`src/rtl/core/cffa_pkg.sv`:
```
// ----------------------------------------------------------------------------
// cffa_pkg: shared types and constants of the first-fit capacity allocator
// Beat payloads, operation codes, register map and parameter defaults.
// ----------------------------------------------------------------------------
package cffa_pkg;

   // Parameter defaults (SLOTS must be a power of two)
   localparam int SLOTS_DEFAULT         = 1024;
   localparam int CAPACITY_BITS_DEFAULT = 32;

   // Field widths fixed by the interface
   localparam int MODE_W      = 1;
   localparam int SLOT_W      = 10;
   localparam int AMOUNT_W    = 32;
   localparam int SLOTS_USE_W = 11;

   // Operation codes carried in the mode field
   localparam logic [MODE_W-1:0] MODE_LOAD    = 1'b0;
   localparam logic [MODE_W-1:0] MODE_REQUEST = 1'b1;

   // Register map: register index is paddr[2]
   localparam int CSR_ADDR_W = 3;
   localparam int CSR_DATA_W = 32;
   localparam logic CSR_IDX_SLOTS_IN_USE = 1'b0;
   localparam logic [SLOTS_USE_W-1:0] SLOTS_IN_USE_RESET = 11'd1024;

   // Request beat
   typedef struct packed {
      logic [MODE_W-1:0]   mode;
      logic [SLOT_W-1:0]   slot;
      logic [AMOUNT_W-1:0] amount;
   } req_type;

   // Response beat
   typedef struct packed {
      logic              found;
      logic [SLOT_W-1:0] chosen_slot;
   } rsp_type;

endpackage

```
`src/rtl/core/cffa_csr.sv`:
```
// ----------------------------------------------------------------------------
// cffa_csr: configuration register file
// APB-style port holding the number of slots that take part in searches.
// ----------------------------------------------------------------------------
module cffa_csr (
   input  logic                               clock,
   input  logic                               reset,
   input  logic                               psel,
   input  logic                               penable,
   input  logic                               pwrite,
   input  logic [cffa_pkg::CSR_ADDR_W-1:0]    paddr,
   input  logic [cffa_pkg::CSR_DATA_W-1:0]    pwdata,
   output logic [cffa_pkg::CSR_DATA_W-1:0]    prdata,
   output logic                               pready,
   output logic [cffa_pkg::SLOTS_USE_W-1:0]   slots_in_use
);
   import cffa_pkg::*;

   logic [SLOTS_USE_W-1:0] slots_in_use_ff;
   logic [SLOTS_USE_W-1:0] slots_in_use_in;
   logic                   wr_beat;

   assign pready  = 1'b1;
   assign wr_beat = psel & penable & pwrite;

   // Take a write beat to the slot count register, drop other indexes
   always_comb begin
      slots_in_use_in = slots_in_use_ff;
      if (wr_beat && (paddr[2] == CSR_IDX_SLOTS_IN_USE)) begin
         slots_in_use_in = pwdata[SLOTS_USE_W-1:0];
      end
   end

   always_ff @(posedge clock) begin
      if (reset) begin
         slots_in_use_ff <= SLOTS_IN_USE_RESET;
      end else begin
         slots_in_use_ff <= slots_in_use_in;
      end
   end

   // Read back
   always_comb begin
      prdata = '0;
      if (paddr[2] == CSR_IDX_SLOTS_IN_USE) begin
         prdata = CSR_DATA_W'(slots_in_use_ff);
      end
   end

   assign slots_in_use = slots_in_use_ff;

endmodule

```
`config.mk`:
```
export PLATFORM = sky130hd
export DESIGN_NAME = cffa_csr
export DESIGN_NICKNAME = d
export VERILOG_FILES = /design/src/rtl/core/cffa_pkg.sv /design/src/rtl/core/cffa_csr.sv
export SDC_FILE = /design/constraint.sdc
export NUM_CORES = 1
export LEC_CHECK = 0
export BUFFER_PORTS_ARGS = -buffer_cell sky130_fd_sc_hd__buf_4
export CORE_MARGIN = 3
export CORE_UTILIZATION = 33
export DETAILED_ROUTE_END_ITERATION = 10
export PLACE_DENSITY = 0.76
export SLEW_MARGIN = 20
export SYNTH_ARGS = -nofsm -noshare
export SYNTH_HDL_FRONTEND = slang
export SYNTH_SLANG_ARGS = --single-unit
```
`constraint.sdc`:
```
create_clock -name clock -period 1.1 [get_ports clock]
set_input_delay 0.275 -clock clock [delete_from_list [all_inputs] [get_ports clock]]
set_output_delay 0.275 -clock clock [all_outputs]
set_load 0.01 [all_outputs]
```
; ---- Word-level counts from Yosys, hierarchy flattened
; Cells that the tools add are included.
[word_totals]
out_inout_bits = 44
reg_bits = 11
in_bits = 40
word_cells = 6
[op_classes]
reduce_logical = 1
n_mux = 1
bitwise = 3
[op_table]
columns = cell, n
row1 = $mux 11, 1
row2 = $and 1x1->1, 2
row3 = $logic_and 1x1->1, 1
row4 = $not 1->1, 1

; ---- Logic depth before layout (Yosys ltp)
[logic_depth]
word_depth = 3
depth_mapped = 3
depth_no_buf = 2

; ---- Worst setup path after synthesis
; Ideal clock, no wire load.
[synth_timing]
path_kind = input -> register
startpoint = in paddr[2] in the netlist's numbering
endpoint = reg slots_in_use_ff[0], in the netlist slots_in_use[0]
required_ns = 1.028
setup_ns = 0.072
cell_stages = 3
n_path_buf = 1
setup_slack_ns = 0.132
arrival_time_ns = 0.896
path_cell_list = and4b_4 > buf_12 > mux2i_1
[synth_between]
elab_chain_len = 2
[synth_rtl]
columns = item, line_no
row1 = from (decl), cffa_csr.sv:11  ; input logic [cffa_pkg::CSR_ADDR_W-1:0] paddr,
row2 = $not 1->1, n/a
row3 = $logic_and 1x1->1, cffa_csr.sv:29  ; if (wr_beat && (paddr[2] == CSR_IDX_SLOTS_IN_USE)) begin
row4 = to (signal assigned), cffa_csr.sv:38  ; slots_in_use_ff <= slots_in_use_in;
row5 = to (decl), cffa_csr.sv:19  ; logic [SLOTS_USE_W-1:0] slots_in_use_ff;
; Every way passes these cells.
; A chain may end at the register's enable or synchronous reset.

; ---- Worst setup path after layout
[layout_timing]
startpoint = reg slots_in_use_ff[3], in the netlist slots_in_use[3]
endpoint = out prdata[3] in the netlist's numbering
[layout_between]
elab_chain_len = 1
[layout_rtl]
columns = item, line_no
row1 = $mux 11, cffa_csr.sv:45  ; if (paddr[2] == CSR_IDX_SLOTS_IN_USE) begin
row2 = to (decl), cffa_csr.sv:13  ; output logic [cffa_pkg::CSR_DATA_W-1:0] prdata,
; Every way passes these cells.

==> metrics list <==
* Result of the run: complete, but fails checks
- The final reports fail on negative setup slack.
- Commonest non-fill, non-tap cell in the layout: sky130_fd_sc_hd__buf_4
- The worst register-to-register path ends at slots_in_use[3]$_SDFFE_PP0P_.
* Maximum cell stage delay along the critical path: 0.33 ns
- The pre-antenna-repair detailed-routing pass consisted of 4 iterations.
- Once routing completed, OpenROAD measured the worst setup slack at -0.03940 ns.
- Net switching is 25.87% of the power.
- Detailed routing inserted a total of 600 vias.
- CTS built an H-tree with a depth of 1.
- Entering global routing, the biggest net connects 23 pins.
- Setup repair after global routing could not meet its margin everywhere.
- Endpoint arrival time on the critical path: 0.86 ns
* Largest driver fanout on the critical path: 2
- NumNets Final: 164
* Number of buffers added by the clock tree synthesis step: 3
- Routed length per placed instance: around 10 µm
- Placement Rows: 16
* Iteration-0 DRC count of the detailed router: 7
* Total Power Consumption: 0.8650 mW
* Cell count after synthesis: 84
- Gr usage total: about 11%
- Timing endpoint of the critical path: prdata[3]
* Critical path required time: 0.82 ns
- On the critical path, the stage with the largest delay is an instance of sky130_fd_sc_hd__dfxtp_2.
* Routability-driven placement congestion ratio: 0.6212
* Ordered cell list for the critical path: nor2b_2, buf_4
* Clock Latency Late Sink: about 0.26 ns
* Critical register-to-register path startpoint: slots_in_use[3]$_SDFFE_PP0P_
- Clock transition at the register clock pins on the worst setup and hold paths after CTS: about 0.070 ns
- FF+latch count, synth: 11
* Pint: roughly 0.64 mW
- For this run, the top clock speed supported by timing is 0.8777 GHz.
* Clock tree buffer depth: 2
- Root buffer cell: sky130_fd_sc_hd__clkbuf_4
- The number of global-route vias before repair was a little over 500.
* Reg2reg path depth: 3
- Min-delay worst type: input port to flip-flop
- Final std cell area, no fill: ~1100 µm²
* Post-synthesis cell area: 752.0 µm²
* Switching power: 0.2237 mW
* Fraction of final layout cells with drive strength greater than 1: 48.78%
- Count of pins over their slew limit: 0
- The critical path in this run is classified as flip-flop to output port.
- Maximum VDD drop: 0.5473 mV
- Crit path launch type: flip-flop
* Number of vias per cell after detailed routing: approximately 4.0
- Shortest clock period the worst path allows after layout: 1.139 ns
- The register with the most flip-flops in the layout has 11 of them.
- Pwr/cell area: 814.3 nW/µm²
- Setup slack on the worst reg-to-reg path comes out at 0.44 ns.
* Fin crit share: 103.6%
* Post-place instance area: 963.4 µm²
- The initial antenna violation count was 0.
- Final count of negative-setup-slack endpoints: 11
- Commonest cells after routing, fill and taps aside: sky130_fd_sc_hd__buf_4, sky130_fd_sc_hd__conb_1, sky130_fd_sc_hd__nand2b_1
- The area growth from synthesis to layout is 41.26%.
- Clock Sink Count: 11
* Sequential fraction of the synthesis area: 29.28%
* Diode insertion count for antenna repair: 0
* Portion of total power attributed to sequential cells: between 40 and 50%
- First-pass GRT wire length: 2242 µm
* Capturing element type of the critical path: output port
- Clk_skew: 0 ns
- After detailed routing, the total wire length is around 1500 µm.
* Remaining design rule violation count: 0
- Total count of hold-check failures in the final report: 0
- Summed over all layers, the global routing overflow is 0.
- The number of different library cells used by synthesis comes to 12.
* Total leakage power: 0.4942 nW
- The die is roughly 54 µm tall.
* Combinational share of power: 20.9%
* Reported max-cap violation count: 0
- At the placement stage, the worst setup path has a slack of -0.07989 ns.
* X dimension of the die: around 54 µm
* Critical Path Start: slots_in_use[3]$_SDFFE_PP0P_
* Filler Cells Inserted: 192
- Input/output buffers: 38
- The tightest hold path in the finished design has a slack of 0.2676 ns.
* Core Footprint: 2062 µm²
- DPL Wire Length: 1168 µm
- Number of I/O pins: 84
- Area of the die: 2887 µm²
- Yosys printed 0 warnings.
* Clock power frac: 31.1%
- After synthesis, the mean cell area works out to 8.952 µm².
* Clock tree from TritonCTS: done
- Initial Utilization: between 30% and 40%
- Once detail routing completed, the nets flagged for antenna violations numbered 0.
* Final sum of negative setup slack: -0.2448 ns
area by class of cell:
class / count / area [µm²] / area share (%)
clock buffers: 4 / 26.28 / 2.473
flip-flops and latches: 11 / 234.0 / 22.03
well taps: 27 / 33.78 / 3.180
repair buffers: 41 / 334.1 / 31.45
multi-input cells: 67 / 434.2 / 40.87
cells in the mapped netlist:
cell type	n	area share [%]
sky130_fd_sc_hd__dfxtp_1	11	29
sky130_fd_sc_hd__conb_1	2	1.0
sky130_fd_sc_hd__buf_2	1	0.66
sky130_fd_sc_hd__nor2b_1	10	8.3
sky130_fd_sc_hd__nor2_1	2	1.0
sky130_fd_sc_hd__nand2b_1	20	17
sky130_fd_sc_hd__clkbuf_1	2	1.0
sky130_fd_sc_hd__and4b_4	1	1.8
sky130_fd_sc_hd__mux2i_1	11	15
sky130_fd_sc_hd__buf_4	22	22
sky130_fd_sc_hd__buf_12	1	2.7
sky130_fd_sc_hd__and2b_1	1	1.0
layer usage:
metal	global-route usage (%)	share of wire (%)	wire length [µm]
met5	0	0	0
met3	2.493	12	181
met4	7.660	0.67	10
met1	13.40	38	570
met2	17.54	49	740
logic make-up (layout without fill, tap and decap cells):
| family | after synthesis | count (layout) | synth area share, % |
|---|---|---|---|
| buffers and inverters | 26 | 45 | 26.29 |
| other | 2 | 22 | 0.9987 |
| and+or+nand+nor | 34 | 34 | 28.79 |
| muxes | 11 | 11 | 14.64 |
| DFF | 11 | 11 | 29.28 |
how the worst min path moves through the flow:
stage | endpoint | slack, ns | start | cells past startpoint
finish | slots_in_use[4]$_SDFFE_PP0P_ | 0.27 | pwdata[4] | 3
detailed placement | slots_in_use[5]$_SDFFE_PP0P_ | 0.48 | slots_in_use[5]$_SDFFE_PP0P_ | 2
global placement | slots_in_use[8]$_SDFFE_PP0P_ | 0.47 | slots_in_use[8]$_SDFFE_PP0P_ | 2
global route | slots_in_use[10]$_SDFFE_PP1P_ | 0.26 | pwdata[10] | 3
CTS | slots_in_use[3]$_SDFFE_PP0P_ | 0.26 | pwdata[3] | 3
floorplan | slots_in_use[5]$_SDFFE_PP0P_ | 0.43 | pwdata[5] | 2
power groups by stage:
stage          sequential, mW  clock [mW]  combinational (mW)
2_1_floorplan           0.426           0               0.150
3_3_place_gp            0.422           0               0.168
3_5_place_dp            0.422           0               0.171
4_1_cts                 0.415       0.297               0.171
5_1_grt                 0.417       0.305               0.201
6_report                0.415       0.269               0.181
metrics by stage:
step	util [%]	cells
2_1_floorplan	-	104
3_3_place_gp	46.72	145
3_5_place_dp	46.72	145
4_1_cts	48.85	149
5_1_grt	51.52	150
6_report	51.52	150
critical path: cells and delay by family (launching register included):
family | cells | cell delay, ns
buf+inv | 1 | 0.13
flops | 1 | 0.33
simple gates | 1 | 0.14
repair_timing:
| action | CTS | global route |
|---|---|---|
| resized for setup | 12 | 10 |
| setup buffers | 0 | 1 |
| endpoints found under the setup margin | 11 | 11 |
| hold buffers | 0 | 0 |
Power figures use the tool's default switching activity.
